==> config.mk <==
export PLATFORM = sky130hd
export DESIGN_NAME = calendar_datetime_adder_flat
export DESIGN_NICKNAME = d
export VERILOG_FILES = /design/src/hdl/cda_pkg.sv /design/src/hdl/cda_in_if.sv /design/src/hdl/cda_out_if.sv /design/src/hdl/calendar_datetime_adder.sv /design/src/hdl/cda_ctrl.sv /design/src/hdl/cda_dp.sv /design/src/flat_wrapper.sv
export SDC_FILE = /design/constraint.sdc
export NUM_CORES = 1
export LEC_CHECK = 0
export ABC_AREA = 1
export ABC_CLOCK_PERIOD_IN_PS = 8039
export BUFFER_PORTS_ARGS = -buffer_cell sky130_fd_sc_hd__buf_4
export CORE_AREA = 4 4 319 321
export DETAILED_ROUTE_END_ITERATION = 16
export DIE_AREA = 0 0 323 325
export PLACE_DENSITY_LB_ADDON = 0.12
export REMOVE_ABC_BUFFERS = 1
export SKIP_CTS_REPAIR_TIMING = 1
export SYNTH_ARGS = -nofsm -noshare
export SYNTH_HDL_FRONTEND = slang
export SYNTH_SLANG_ARGS = --single-unit
==> constraint.sdc <==
create_clock -name clk_i -period 8.04 [get_ports clk_i]
set_input_delay 2.01 -clock clk_i [delete_from_list [all_inputs] [get_ports clk_i]]
set_output_delay 2.01 -clock clk_i [all_outputs]
set_load 0.005 [all_outputs]
==> src/hdl/cda_pkg.sv <==
// cda_pkg: shared types, codes and calendar helper functions for the
// calendar date-time adder; depends on nothing
package cda_pkg;

  // operation codes
  localparam logic [2:0] OP_LOAD     = 3'd0;
  localparam logic [2:0] OP_ADD_SEC  = 3'd1;
  localparam logic [2:0] OP_ADD_MIN  = 3'd2;
  localparam logic [2:0] OP_ADD_HOUR = 3'd3;
  localparam logic [2:0] OP_ADD_DAY  = 3'd4;

  localparam logic [11:0] YEAR_MAX = 12'd4095;
  localparam logic [3:0]  MONTH_FEB = 4'd2;
  localparam logic [3:0]  MONTH_MAR = 4'd3;
  localparam logic [3:0]  MONTH_OCT = 4'd10;
  localparam logic [3:0]  MONTH_DEC = 4'd12;

  // reciprocal constants: 60, 24 and 7 may come out one short and are fixed
  // by one compare, 100 is exact over the year range
  localparam int unsigned RECIP_SHIFT = 16;
  localparam logic [11:0] RECIP_60    = 12'd1092;
  localparam logic [11:0] RECIP_24    = 12'd2730;
  localparam int unsigned C100_SHIFT  = 19;
  localparam logic [12:0] RECIP_100   = 13'd5243;
  localparam logic [13:0] RECIP_7     = 14'd9362;

  typedef enum logic [1:0] {
    UNIT_SEC,
    UNIT_MIN,
    UNIT_HOUR
  } unit_e;

  typedef struct packed {
    logic capture;
    logic start;
    logic div_mul;
    logic div_fix;
    logic walk;
    logic wk_mul;
    logic wk_sum;
    logic wk_mul7;
    logic wk_fix;
    logic flag;
    logic out_load;
  } cmd_t;

  typedef struct packed {
    logic op_div;
    logic op_day;
    logic unit_is_hour;
    logic walk_done;
    logic out_free;
  } status_t;

  function automatic logic is_leap(logic [11:0] y);
    logic cent;
    logic quad;
    cent = 1'b0;
    quad = 1'b0;
    for (int k = 0; k <= 40; k++) begin
      if (y == 12'(k * 100)) begin
        cent = 1'b1;
        if (k % 4 == 0) quad = 1'b1;
      end
    end
    return (y[1:0] == 2'b00) && (!cent || quad);
  endfunction

  function automatic logic [4:0] month_len(logic [3:0] m, logic leap);
    logic [4:0] n;
    case (m)
      4'd2:                     n = leap ? 5'd29 : 5'd28;
      4'd4, 4'd6, 4'd9, 4'd11:  n = 5'd30;
      default:                  n = 5'd31;
    endcase
    return n;
  endfunction

  function automatic logic [3:0] sak_offset(logic [3:0] m);
    logic [3:0] v;
    case (m)
      4'd1:    v = 4'd0;
      4'd2:    v = 4'd3;
      4'd3:    v = 4'd2;
      4'd4:    v = 4'd5;
      4'd5:    v = 4'd0;
      4'd6:    v = 4'd3;
      4'd7:    v = 4'd5;
      4'd8:    v = 4'd1;
      4'd9:    v = 4'd4;
      4'd10:   v = 4'd6;
      4'd11:   v = 4'd2;
      4'd12:   v = 4'd4;
      default: v = 4'd0;
    endcase
    return v;
  endfunction

  // remainder by seven of a value below 42
  function automatic logic [2:0] mod7_small(logic [5:0] x);
    logic [5:0] v;
    v = x;
    for (int i = 0; i < 5; i++) begin
      if (v >= 6'd7) v = v - 6'd7;
    end
    return v[2:0];
  endfunction

endpackage

==> src/hdl/cda_in_if.sv <==
// cda_in_if: input channel of the calendar date-time adder
// valid/ready handshake with the operation payload; no dependencies
interface cda_in_if;
  logic               valid;
  logic               ready;
  logic [2:0]         op;
  logic signed [15:0] amount;
  logic [11:0]        load_year;
  logic [3:0]         load_month;
  logic [4:0]         load_day;
  logic [4:0]         load_hour;
  logic [5:0]         load_minute;
  logic [5:0]         load_second;

  modport source (
    output valid, op, amount, load_year, load_month, load_day, load_hour,
           load_minute, load_second,
    input  ready
  );
  modport sink (
    input  valid, op, amount, load_year, load_month, load_day, load_hour,
           load_minute, load_second,
    output ready
  );
endinterface

==> src/hdl/cda_out_if.sv <==
// cda_out_if: result channel of the calendar date-time adder
// valid/ready handshake with the date, time and flags; no dependencies
interface cda_out_if;
  logic        valid;
  logic        ready;
  logic [11:0] year_out;
  logic [3:0]  month_out;
  logic [4:0]  day_out;
  logic [4:0]  hour_out;
  logic [5:0]  minute_out;
  logic [5:0]  second_out;
  logic [2:0]  weekday_out;
  logic        summer_time;
  logic        error;

  modport source (
    output valid, year_out, month_out, day_out, hour_out, minute_out,
           second_out, weekday_out, summer_time, error,
    input  ready
  );
  modport sink (
    input  valid, year_out, month_out, day_out, hour_out, minute_out,
           second_out, weekday_out, summer_time, error,
    output ready
  );
endinterface

==> src/hdl/calendar_datetime_adder.sv <==
// calendar_datetime_adder: top level, joins the sequencer and the datapath
// depends on cda_pkg, cda_in_if, cda_out_if, cda_ctrl and cda_dp

// Gregorian date-time keeper. Each input beat either loads a date and time
// (checked, rejected with error set), adds a signed count of seconds,
// minutes, hours or days, or, for an unknown op, just reports. Every beat
// returns exactly one output beat with the date and time, the weekday
// (0 Sunday) and the EU summer-time flag reading the clock as UTC. One item
// is in flight at a time: a load or unknown op goes from capture through the
// weekday and summer-time states into the output register, and the next beat
// can be taken once that result is loaded. A seconds/minutes/hours add first
// runs a divide step per unit in the carry chain, and every add then runs the
// month walker, one step per calendar month crossed plus a final step. A
// stalled output adds its stall to the item. The output register lets the
// next beat be taken while a result waits.
module calendar_datetime_adder (
  input logic  clk_i,
  input logic  rst_ni,
  cda_in_if.sink    in_i,
  cda_out_if.source out_o
);

  // command and status between sequencer and datapath
  cda_pkg::cmd_t    cmd;
  cda_pkg::status_t status;

  cda_ctrl u_ctrl (
    .clk_i      (clk_i),
    .rst_ni     (rst_ni),
    .in_valid_i (in_i.valid),
    .in_ready_o (in_i.ready),
    .status_i   (status),
    .cmd_o      (cmd)
  );

  // datapath holds the calendar state and the output register
  cda_dp u_dp (
    .clk_i         (clk_i),
    .rst_ni        (rst_ni),
    .cmd_i         (cmd),
    .status_o      (status),
    .op_i          (in_i.op),
    .amount_i      (in_i.amount),
    .load_year_i   (in_i.load_year),
    .load_month_i  (in_i.load_month),
    .load_day_i    (in_i.load_day),
    .load_hour_i   (in_i.load_hour),
    .load_minute_i (in_i.load_minute),
    .load_second_i (in_i.load_second),
    .out_ready_i   (out_o.ready),
    .out_valid_o   (out_o.valid),
    .year_out_o    (out_o.year_out),
    .month_out_o   (out_o.month_out),
    .day_out_o     (out_o.day_out),
    .hour_out_o    (out_o.hour_out),
    .minute_out_o  (out_o.minute_out),
    .second_out_o  (out_o.second_out),
    .weekday_out_o (out_o.weekday_out),
    .summer_time_o (out_o.summer_time),
    .error_o       (out_o.error)
  );

endmodule

==> src/hdl/cda_ctrl.sv <==
// cda_ctrl: sequencer of the calendar date-time adder
// depends on cda_pkg (cmd_t, status_t)
module cda_ctrl (
  input  logic              clk_i,
  input  logic              rst_ni,
  input  logic              in_valid_i,
  output logic              in_ready_o,
  input  cda_pkg::status_t  status_i,
  output cda_pkg::cmd_t     cmd_o
);

  typedef enum logic [10:0] {
    ST_IDLE  = 11'b00000000001,
    ST_START = 11'b00000000010,
    ST_DMUL  = 11'b00000000100,
    ST_DFIX  = 11'b00000001000,
    ST_WALK  = 11'b00000010000,
    ST_WMUL  = 11'b00000100000,
    ST_WSUM  = 11'b00001000000,
    ST_WMUL7 = 11'b00010000000,
    ST_WFIX  = 11'b00100000000,
    ST_FLAG  = 11'b01000000000,
    ST_OUT   = 11'b10000000000
  } state_e;

  state_e state_q, state_d;

  assign in_ready_o = (state_q == ST_IDLE);

  always_comb begin
    state_d = state_q;
    cmd_o   = '0;
    unique case (state_q)
      ST_IDLE: begin
        if (in_valid_i) begin
          cmd_o.capture = 1'b1;
          state_d       = ST_START;
        end
      end
      ST_START: begin
        cmd_o.start = 1'b1;
        if (status_i.op_div)      state_d = ST_DMUL;
        else if (status_i.op_day) state_d = ST_WALK;
        else                      state_d = ST_WMUL;
      end
      ST_DMUL: begin
        cmd_o.div_mul = 1'b1;
        state_d       = ST_DFIX;
      end
      ST_DFIX: begin
        cmd_o.div_fix = 1'b1;
        state_d       = status_i.unit_is_hour ? ST_WALK : ST_DMUL;
      end
      ST_WALK: begin
        cmd_o.walk = 1'b1;
        if (status_i.walk_done) state_d = ST_WMUL;
      end
      ST_WMUL: begin
        cmd_o.wk_mul = 1'b1;
        state_d      = ST_WSUM;
      end
      ST_WSUM: begin
        cmd_o.wk_sum = 1'b1;
        state_d      = ST_WMUL7;
      end
      ST_WMUL7: begin
        cmd_o.wk_mul7 = 1'b1;
        state_d       = ST_WFIX;
      end
      ST_WFIX: begin
        cmd_o.wk_fix = 1'b1;
        state_d      = ST_FLAG;
      end
      ST_FLAG: begin
        cmd_o.flag = 1'b1;
        state_d    = ST_OUT;
      end
      ST_OUT: begin
        if (status_i.out_free) begin
          cmd_o.out_load = 1'b1;
          state_d        = ST_IDLE;
        end
      end
      default: state_d = ST_IDLE;
    endcase
  end

  always_ff @(posedge clk_i or negedge rst_ni) begin
    if (!rst_ni) begin
      state_q <= ST_IDLE;
    end else begin
      state_q <= state_d;
    end
  end

endmodule

==> src/hdl/cda_dp.sv <==
// cda_dp: datapath of the calendar date-time adder: state, carry divider,
// month walker, weekday and summer-time logic; depends on cda_pkg
module cda_dp (
  input  logic               clk_i,
  input  logic               rst_ni,
  input  cda_pkg::cmd_t      cmd_i,
  output cda_pkg::status_t   status_o,
  input  logic [2:0]         op_i,
  input  logic signed [15:0] amount_i,
  input  logic [11:0]        load_year_i,
  input  logic [3:0]         load_month_i,
  input  logic [4:0]         load_day_i,
  input  logic [4:0]         load_hour_i,
  input  logic [5:0]         load_minute_i,
  input  logic [5:0]         load_second_i,
  input  logic               out_ready_i,
  output logic               out_valid_o,
  output logic [11:0]        year_out_o,
  output logic [3:0]         month_out_o,
  output logic [4:0]         day_out_o,
  output logic [4:0]         hour_out_o,
  output logic [5:0]         minute_out_o,
  output logic [5:0]         second_out_o,
  output logic [2:0]         weekday_out_o,
  output logic               summer_time_o,
  output logic               error_o
);

  // captured item
  logic [2:0]         op_q;
  logic signed [15:0] amt_q;
  logic [11:0]        ld_year_q;
  logic [3:0]         ld_month_q;
  logic [4:0]         ld_day_q;
  logic [4:0]         ld_hour_q;
  logic [5:0]         ld_minute_q;
  logic [5:0]         ld_second_q;

  // calendar state
  logic [11:0] cal_year_q;
  logic [3:0]  cal_month_q;
  logic [4:0]  cal_day_q;
  logic [4:0]  cal_hour_q;
  logic [5:0]  cal_minute_q;
  logic [5:0]  cal_second_q;

  // working registers
  cda_pkg::unit_e     unit_q;
  logic signed [17:0] t_q;
  logic               neg_q;
  logic [15:0]        u_q;
  logic [10:0]        q0_q;
  logic [4:0]         hour_n_q;
  logic [5:0]         min_n_q;
  logic [5:0]         sec_n_q;
  logic signed [17:0] d_w_q;
  logic [3:0]         mo_w_q;
  logic [11:0]        y_w_q;
  logic               err_q;
  logic [12:0]        yy_q;
  logic [5:0]         c100_q;
  logic [12:0]        sum_q;
  logic [9:0]         q7_q;
  logic [2:0]         wd_q;
  logic               summer_q;
  logic               out_valid_q;

  // ---- start of an item ----
  logic signed [17:0] amt_ext;
  logic               ld_ok;
  assign amt_ext = $signed({{2{amt_q[15]}}, amt_q});
  assign ld_ok = (ld_month_q >= 4'd1) && (ld_month_q <= cda_pkg::MONTH_DEC) &&
                 (ld_day_q >= 5'd1) &&
                 (ld_day_q <= cda_pkg::month_len(ld_month_q,
                                                 cda_pkg::is_leap(ld_year_q))) &&
                 (ld_hour_q <= 5'd23) && (ld_minute_q <= 6'd59) &&
                 (ld_second_q <= 6'd59);

  // ---- floor division of the carry chain ----
  logic [5:0]         div_d;
  logic [11:0]        div_k;
  logic [15:0]        div_u;
  logic [27:0]        div_prod;
  logic [16:0]        div_r0;
  logic [16:0]        div_r;
  logic [10:0]        div_q;
  logic signed [17:0] carry;
  logic [5:0]         rem;

  always_comb begin
    if (unit_q == cda_pkg::UNIT_HOUR) begin
      div_d = 6'd24;
      div_k = cda_pkg::RECIP_24;
    end else begin
      div_d = 6'd60;
      div_k = cda_pkg::RECIP_60;
    end
  end

  // magnitude of the running sum, one's complement when negative
  assign div_u    = t_q[17] ? 16'(~t_q) : 16'(t_q);
  assign div_prod = 28'(div_u) * 28'(div_k);
  assign div_r0   = {1'b0, u_q} - 17'(q0_q * div_d);

  always_comb begin
    if (div_r0 >= 17'(div_d)) begin
      div_r = div_r0 - 17'(div_d);
      div_q = q0_q + 11'd1;
    end else begin
      div_r = div_r0;
      div_q = q0_q;
    end
    if (neg_q) begin
      carry = -$signed({7'b0, div_q}) - 18'sd1;
      rem   = div_d - 6'd1 - div_r[5:0];
    end else begin
      carry = $signed({7'b0, div_q});
      rem   = div_r[5:0];
    end
  end

  // ---- month walk ----
  logic [4:0]  ml;
  logic [3:0]  pm;
  logic [11:0] py;
  logic [4:0]  pml;
  logic        fwd;
  logic        bwd;
  logic        ovf;
  logic        walk_done;

  assign ml  = cda_pkg::month_len(mo_w_q, cda_pkg::is_leap(y_w_q));
  assign pm  = (mo_w_q == 4'd1) ? cda_pkg::MONTH_DEC : mo_w_q - 4'd1;
  assign py  = (mo_w_q == 4'd1) ? y_w_q - 12'd1 : y_w_q;
  assign pml = cda_pkg::month_len(pm, cda_pkg::is_leap(py));
  assign fwd = d_w_q > $signed({13'b0, ml});
  assign bwd = d_w_q < 18'sd1;
  assign ovf = (fwd && (mo_w_q == cda_pkg::MONTH_DEC) && (y_w_q == cda_pkg::YEAR_MAX)) ||
               (bwd && (mo_w_q == 4'd1) && (y_w_q == 12'd0));
  assign walk_done = ovf || (!fwd && !bwd);

  // ---- weekday and summer time ----
  logic [12:0] yy;
  logic [25:0] c100_prod;
  logic [26:0] q7_prod;
  logic [3:0]  r7;
  logic [2:0]  w31;
  logic [4:0]  lsd;
  logic        after;
  logic        summer;

  assign yy = {1'b0, cal_year_q} + 13'd400 -
              13'((cal_month_q < cda_pkg::MONTH_MAR) ? 1 : 0);
  assign c100_prod = 26'(yy) * 26'(cda_pkg::RECIP_100);
  assign q7_prod   = 27'(sum_q) * 27'(cda_pkg::RECIP_7);
  assign r7 = 4'(sum_q - 13'(q7_q * 4'd7));
  assign w31 = cda_pkg::mod7_small(6'(wd_q) + 6'd31 - {1'b0, cal_day_q});
  assign lsd = 5'd31 - {2'b0, w31};
  assign after = (cal_day_q > lsd) || ((cal_day_q == lsd) && (cal_hour_q != 5'd0));

  always_comb begin
    if ((cal_month_q < cda_pkg::MONTH_MAR) || (cal_month_q > cda_pkg::MONTH_OCT)) begin
      summer = 1'b0;
    end else if ((cal_month_q > cda_pkg::MONTH_MAR) && (cal_month_q < cda_pkg::MONTH_OCT)) begin
      summer = 1'b1;
    end else if (cal_month_q == cda_pkg::MONTH_MAR) begin
      summer = after;
    end else begin
      summer = !after;
    end
  end

  // ---- status ----
  assign status_o.op_div = (op_q == cda_pkg::OP_ADD_SEC) || (op_q == cda_pkg::OP_ADD_MIN) ||
                           (op_q == cda_pkg::OP_ADD_HOUR);
  assign status_o.op_day       = (op_q == cda_pkg::OP_ADD_DAY);
  assign status_o.unit_is_hour = (unit_q == cda_pkg::UNIT_HOUR);
  assign status_o.walk_done    = walk_done;
  assign status_o.out_free     = !out_valid_q || out_ready_i;

  // ---- payload registers ----
  always_ff @(posedge clk_i) begin
    if (cmd_i.capture) begin
      op_q        <= op_i;
      amt_q       <= amount_i;
      ld_year_q   <= load_year_i;
      ld_month_q  <= load_month_i;
      ld_day_q    <= load_day_i;
      ld_hour_q   <= load_hour_i;
      ld_minute_q <= load_minute_i;
      ld_second_q <= load_second_i;
    end
    if (cmd_i.start) begin
      err_q    <= (op_q == cda_pkg::OP_LOAD) && !ld_ok;
      hour_n_q <= cal_hour_q;
      min_n_q  <= cal_minute_q;
      sec_n_q  <= cal_second_q;
      mo_w_q   <= cal_month_q;
      y_w_q    <= cal_year_q;
      d_w_q    <= $signed({13'b0, cal_day_q}) + amt_ext;
      case (op_q)
        cda_pkg::OP_ADD_SEC: begin
          unit_q <= cda_pkg::UNIT_SEC;
          t_q    <= $signed({12'b0, cal_second_q}) + amt_ext;
        end
        cda_pkg::OP_ADD_MIN: begin
          unit_q <= cda_pkg::UNIT_MIN;
          t_q    <= $signed({12'b0, cal_minute_q}) + amt_ext;
        end
        default: begin
          unit_q <= cda_pkg::UNIT_HOUR;
          t_q    <= $signed({13'b0, cal_hour_q}) + amt_ext;
        end
      endcase
    end
    if (cmd_i.div_mul) begin
      neg_q <= t_q[17];
      u_q   <= div_u;
      q0_q  <= 11'(div_prod >> cda_pkg::RECIP_SHIFT);
    end
    if (cmd_i.div_fix) begin
      case (unit_q)
        cda_pkg::UNIT_SEC: begin
          sec_n_q <= rem;
          unit_q  <= cda_pkg::UNIT_MIN;
          t_q     <= $signed({12'b0, cal_minute_q}) + carry;
        end
        cda_pkg::UNIT_MIN: begin
          min_n_q <= rem;
          unit_q  <= cda_pkg::UNIT_HOUR;
          t_q     <= $signed({13'b0, cal_hour_q}) + carry;
        end
        default: begin
          hour_n_q <= rem[4:0];
          d_w_q    <= $signed({13'b0, cal_day_q}) + carry;
        end
      endcase
    end
    if (cmd_i.walk) begin
      if (ovf) begin
        err_q <= 1'b1;
      end else if (fwd) begin
        d_w_q <= d_w_q - $signed({13'b0, ml});
        if (mo_w_q == cda_pkg::MONTH_DEC) begin
          mo_w_q <= 4'd1;
          y_w_q  <= y_w_q + 12'd1;
        end else begin
          mo_w_q <= mo_w_q + 4'd1;
        end
      end else if (bwd) begin
        mo_w_q <= pm;
        y_w_q  <= py;
        d_w_q  <= d_w_q + $signed({13'b0, pml});
      end
    end
    if (cmd_i.wk_mul) begin
      yy_q   <= yy;
      c100_q <= 6'(c100_prod >> cda_pkg::C100_SHIFT);
    end
    if (cmd_i.wk_sum) begin
      sum_q <= yy_q + (yy_q >> 2) - {7'b0, c100_q} + {9'b0, c100_q[5:2]} +
               {9'b0, cda_pkg::sak_offset(cal_month_q)} + {8'b0, cal_day_q};
    end
    if (cmd_i.wk_mul7) begin
      q7_q <= 10'(q7_prod >> cda_pkg::RECIP_SHIFT);
    end
    if (cmd_i.wk_fix) begin
      wd_q <= (r7 >= 4'd7) ? 3'(r7 - 4'd7) : r7[2:0];
    end
    if (cmd_i.flag) begin
      summer_q <= summer;
    end
    if (cmd_i.out_load) begin
      year_out_o    <= cal_year_q;
      month_out_o   <= cal_month_q;
      day_out_o     <= cal_day_q;
      hour_out_o    <= cal_hour_q;
      minute_out_o  <= cal_minute_q;
      second_out_o  <= cal_second_q;
      weekday_out_o <= wd_q;
      summer_time_o <= summer_q;
      error_o       <= err_q;
    end
  end

  // ---- calendar state and output handshake ----
  always_ff @(posedge clk_i or negedge rst_ni) begin
    if (!rst_ni) begin
      cal_year_q   <= 12'd0;
      cal_month_q  <= 4'd1;
      cal_day_q    <= 5'd1;
      cal_hour_q   <= 5'd0;
      cal_minute_q <= 6'd0;
      cal_second_q <= 6'd0;
      out_valid_q  <= 1'b0;
    end else begin
      if (cmd_i.start && (op_q == cda_pkg::OP_LOAD) && ld_ok) begin
        cal_year_q   <= ld_year_q;
        cal_month_q  <= ld_month_q;
        cal_day_q    <= ld_day_q;
        cal_hour_q   <= ld_hour_q;
        cal_minute_q <= ld_minute_q;
        cal_second_q <= ld_second_q;
      end
      if (cmd_i.walk && walk_done && !ovf) begin
        cal_year_q   <= y_w_q;
        cal_month_q  <= mo_w_q;
        cal_day_q    <= d_w_q[4:0];
        cal_hour_q   <= hour_n_q;
        cal_minute_q <= min_n_q;
        cal_second_q <= sec_n_q;
      end
      if (cmd_i.out_load) begin
        out_valid_q <= 1'b1;
      end else if (out_ready_i) begin
        out_valid_q <= 1'b0;
      end
    end
  end

  assign out_valid_o = out_valid_q;

endmodule
==> src/flat_wrapper.sv <==
// flat-port wrapper written by rule: the top's interface ports become plain ports
module calendar_datetime_adder_flat 
  (clk_i, rst_ni, in_i_valid, in_i_op, in_i_amount, in_i_load_year, in_i_load_month, in_i_load_day, in_i_load_hour, in_i_load_minute, in_i_load_second, in_i_ready, out_o_valid, out_o_year_out, out_o_month_out, out_o_day_out, out_o_hour_out, out_o_minute_out, out_o_second_out, out_o_weekday_out, out_o_summer_time, out_o_error, out_o_ready);
  cda_in_if in_i_i ();
  cda_out_if out_o_i ();
  input logic clk_i;
  input logic rst_ni;
  input wire logic [$bits(in_i_i.valid)-1:0] in_i_valid;
  input wire logic [$bits(in_i_i.op)-1:0] in_i_op;
  input wire logic [$bits(in_i_i.amount)-1:0] in_i_amount;
  input wire logic [$bits(in_i_i.load_year)-1:0] in_i_load_year;
  input wire logic [$bits(in_i_i.load_month)-1:0] in_i_load_month;
  input wire logic [$bits(in_i_i.load_day)-1:0] in_i_load_day;
  input wire logic [$bits(in_i_i.load_hour)-1:0] in_i_load_hour;
  input wire logic [$bits(in_i_i.load_minute)-1:0] in_i_load_minute;
  input wire logic [$bits(in_i_i.load_second)-1:0] in_i_load_second;
  output wire logic [$bits(in_i_i.ready)-1:0] in_i_ready;
  output wire logic [$bits(out_o_i.valid)-1:0] out_o_valid;
  output wire logic [$bits(out_o_i.year_out)-1:0] out_o_year_out;
  output wire logic [$bits(out_o_i.month_out)-1:0] out_o_month_out;
  output wire logic [$bits(out_o_i.day_out)-1:0] out_o_day_out;
  output wire logic [$bits(out_o_i.hour_out)-1:0] out_o_hour_out;
  output wire logic [$bits(out_o_i.minute_out)-1:0] out_o_minute_out;
  output wire logic [$bits(out_o_i.second_out)-1:0] out_o_second_out;
  output wire logic [$bits(out_o_i.weekday_out)-1:0] out_o_weekday_out;
  output wire logic [$bits(out_o_i.summer_time)-1:0] out_o_summer_time;
  output wire logic [$bits(out_o_i.error)-1:0] out_o_error;
  input wire logic [$bits(out_o_i.ready)-1:0] out_o_ready;
  assign in_i_i.valid = in_i_valid;
  assign in_i_i.op = in_i_op;
  assign in_i_i.amount = in_i_amount;
  assign in_i_i.load_year = in_i_load_year;
  assign in_i_i.load_month = in_i_load_month;
  assign in_i_i.load_day = in_i_load_day;
  assign in_i_i.load_hour = in_i_load_hour;
  assign in_i_i.load_minute = in_i_load_minute;
  assign in_i_i.load_second = in_i_load_second;
  assign in_i_ready = in_i_i.ready;
  assign out_o_valid = out_o_i.valid;
  assign out_o_year_out = out_o_i.year_out;
  assign out_o_month_out = out_o_i.month_out;
  assign out_o_day_out = out_o_i.day_out;
  assign out_o_hour_out = out_o_i.hour_out;
  assign out_o_minute_out = out_o_i.minute_out;
  assign out_o_second_out = out_o_i.second_out;
  assign out_o_weekday_out = out_o_i.weekday_out;
  assign out_o_summer_time = out_o_i.summer_time;
  assign out_o_error = out_o_i.error;
  assign out_o_i.ready = out_o_ready;
  calendar_datetime_adder u_core (.clk_i(clk_i), .rst_ni(rst_ni), .in_i(in_i_i), .out_o(out_o_i));
endmodule
==> flow_summary.ini <==
[run_status]
status = finished, final reports clean

[grt]
antenna_found_initial = 3
overflow = 0
grtUsageTotal_pct = 16.5
grt_pass1_wl_um = 136000
grt_pass1_vias = 23700
grt_max_degree = 51

[cts]
cts_buffer_depth = 3
h-tree-depth = 2
cts_tree = yes
worstSkewPairLatency_ns = 0.59
clkTransAtPathRegs_ns = 0.06
clockRootBuffer = clkbuf_16
numCtsBuffers = 39
cts.sinks = 289

[die]
core_um2 = 99300
num_rows = 116
ioPinCount = 106
die_h_um = 325
die_w_um = 323
start_util_pct = 29.8
dieArea_um2 = 105000

[yosys]
synth_xor_xnor_area_share_pct = 4.31
synth_ff_type = edfxtp_1
synth_cells = 3574
muxShareOfSynthArea_pct = 0.0720
synth-compound-area-share_pct = 10.7
synth_simple_gate_area_share_pct = 18.9
synth_edf_count = 168
ys_types = 74
syn_avg_cell_area_um2 = 8.27
synth-seq-cells = 289
yosys_warnings = 0
synthAdderAreaFrac_pct = 29.1
synth_top_family_by_area = adder cells
synthArstFlopShare_pct = 17.3
synth_seq_area_share_pct = 26.1
syn_area_um2 = 29600

[layout]
fillCellCount = 10600
final_common_cell = inv_1
final_cell_mix = inv_1, nand2_1, ha_1
synthToLayoutAreaGrowth_pct = 12.8
fin_nets = 4334
drive_gt1_share_pct = 9.06
stdcell_area_um2 = 33300
fin_util_pct = 33.6

[setup_path]
end_kind = register
worst_ep_arrival_time_ns = 7.65
r2r-end = u_core.u_dp.c100_q[5]
critPathLaunchType = register
r2r_slack_ns = 0.72
cpMostUsedCell = nand2_1
cp_top_family = adder cells
worstSetupPathType = reg -> reg
path_buf_inv = 5
critPathMaxStageDelay_ns = 0.52
worstSetupStartpoint = u_core.u_dp.cal_month_q[1]
r2r-start = u_core.u_dp.cal_month_q[1]
path_max_fanout = 7
worst_path_max_delay_cell = fa_1
required_ns = 8.38
r2r_cells = 38

[sta]
max_slew_margin_pct = 27.3
setup_viol = 0
rsz0062_at_grt = false
fmax_ghz = 0.137
skew_ns = 0.0241
worst_pin_slew_ns = 1.09
drv_slew = 0
final.setup.tns_ns = 0
final.period_utilization_pct = 91.0
finalCriticalPeriod_ns = 7.32
timing.final.hold_violations = 0

[run]
cap_viol_max_count = 0

[placed_design]
dpl.hpwl_um = 69900
place.gp.congestion = 0.858
port_buffers = 105
place_area_um2 = 32100

[routing]
wl_met2_um = 38800
maxUsedRoutingLayer = met4
drtPass1Iterations = 6
wl_met1_um = 42900
drtAntennaViolNets = 0
num_vias = 23600
drt_wl_total_um = 86200
via_per_inst = 4.69
wl_met3_um = 3390
wl_per_cell_um = 17.1
drt_iter0_drc = 1394
drc = 0

[min_path]
hp-start = u_core.u_dp.summer_q
hp-class = reg -> reg
min_path_cells = 0
hold_path_end = u_core.u_dp.summer_time_o
[per-stage QoR]
step,worst slack (ns),hold WS (ns),std cells
floorplan,1.15,0.400,3529
finish,0.723,0.426,5042
global placement,0.362,0.407,4968
detailed placement,0.315,0.406,4968
CTS,0.263,0.425,5040
global route,0.0632,0.444,5041
[synth_stat cells (14+ instances only)]
| cell type | instances | area [um2] |
|---|---|---|
| a211oi_1 | 14 | 105 |
| a21oi_1 | 118 | 591 |
| a22oi_1 | 19 | 143 |
| clkbuf_1 | 59 | 221 |
| dfrtp_1 | 47 | 1180 |
| dfxtp_1 | 71 | 1420 |
| edfxtp_1 | 168 | 5040 |
| fa_1 | 209 | 4180 |
| ha_1 | 353 | 4420 |
| inv_1 | 753 | 2830 |
| inv_2 | 17 | 63.8 |
| nand2_1 | 556 | 2090 |
| nand2_2 | 37 | 231 |
| nand3_1 | 163 | 816 |
| nand4_1 | 44 | 275 |
| nor2_1 | 286 | 1070 |
| nor3_1 | 40 | 200 |
| nor4_1 | 17 | 106 |
| o211ai_1 | 28 | 210 |
| o21ai_0 | 162 | 811 |
| o221ai_1 | 51 | 447 |
| o22ai_1 | 27 | 169 |
| xnor2_1 | 42 | 368 |
| xor2_1 | 98 | 858 |
[worst max-delay path by stage]
stage | cells past startpoint | slack, ns | end
after CTS | 37 | 0.26 | u_core.u_dp.c100_q[5]
after global routing | 38 | 0.06 | u_core.u_dp.c100_q[5]
after floorplan | 37 | 1.15 | u_core.u_dp.c100_q[5]
after global placement | 37 | 0.36 | u_core.u_dp.c100_q[5]
final | 38 | 0.72 | u_core.u_dp.c100_q[5]
after detailed placement | 37 | 0.32 | u_core.u_dp.c100_q[5]
[layout make-up]
| cell class | count | area, um2 | share of cell area (%) |
|---|---|---|---|
| tap | 1298 | 1620 | 4.87 |
| clock inverter | 20 | 196 | 0.589 |
| multi-input combinational | 2466 | 18800 | 56.4 |
| sequential | 289 | 7720 | 23.2 |
| timing repair buffer | 141 | 1060 | 3.17 |
| clock buffer | 52 | 1030 | 3.10 |
| antenna | 2 | 5.00 | 0.0150 |
| inverter | 774 | 2910 | 8.72 |
[registers in the layout, summed over array words and instances, names as in the netlist, 13 cells and up]
| signal | cells |
|---|---|
| u_core.u_dp.amt_q | 16 |
| u_core.u_dp.d_w_q | 18 |
| u_core.u_dp.sum_q | 13 |
| u_core.u_dp.t_q | 17 |
| u_core.u_dp.u_q | 16 |
| u_core.u_dp.yy_q | 13 |
[cell families after synthesis]
family | after synthesis
simple gates | 1223
buf+inv | 847
fa+ha+maj | 562
compound gates | 506
flops | 289
xor+xnor | 143
other cells | 2
mux | 2
[metal layers]
| layer | up-vias | GRT usage [%] |
|---|---|---|
| li1 | 11900 | - |
| met4 | 0 | 3.03 |
| met5 | - | 0 |
| met2 | 388 | 26.3 |
| met3 | 66 | 2.17 |
| met1 | 11300 | 24.0 |
Power is left out: the tool's default activity adds up to more than one toggle a clock period on the data nets, which glitch-free logic cannot reach.
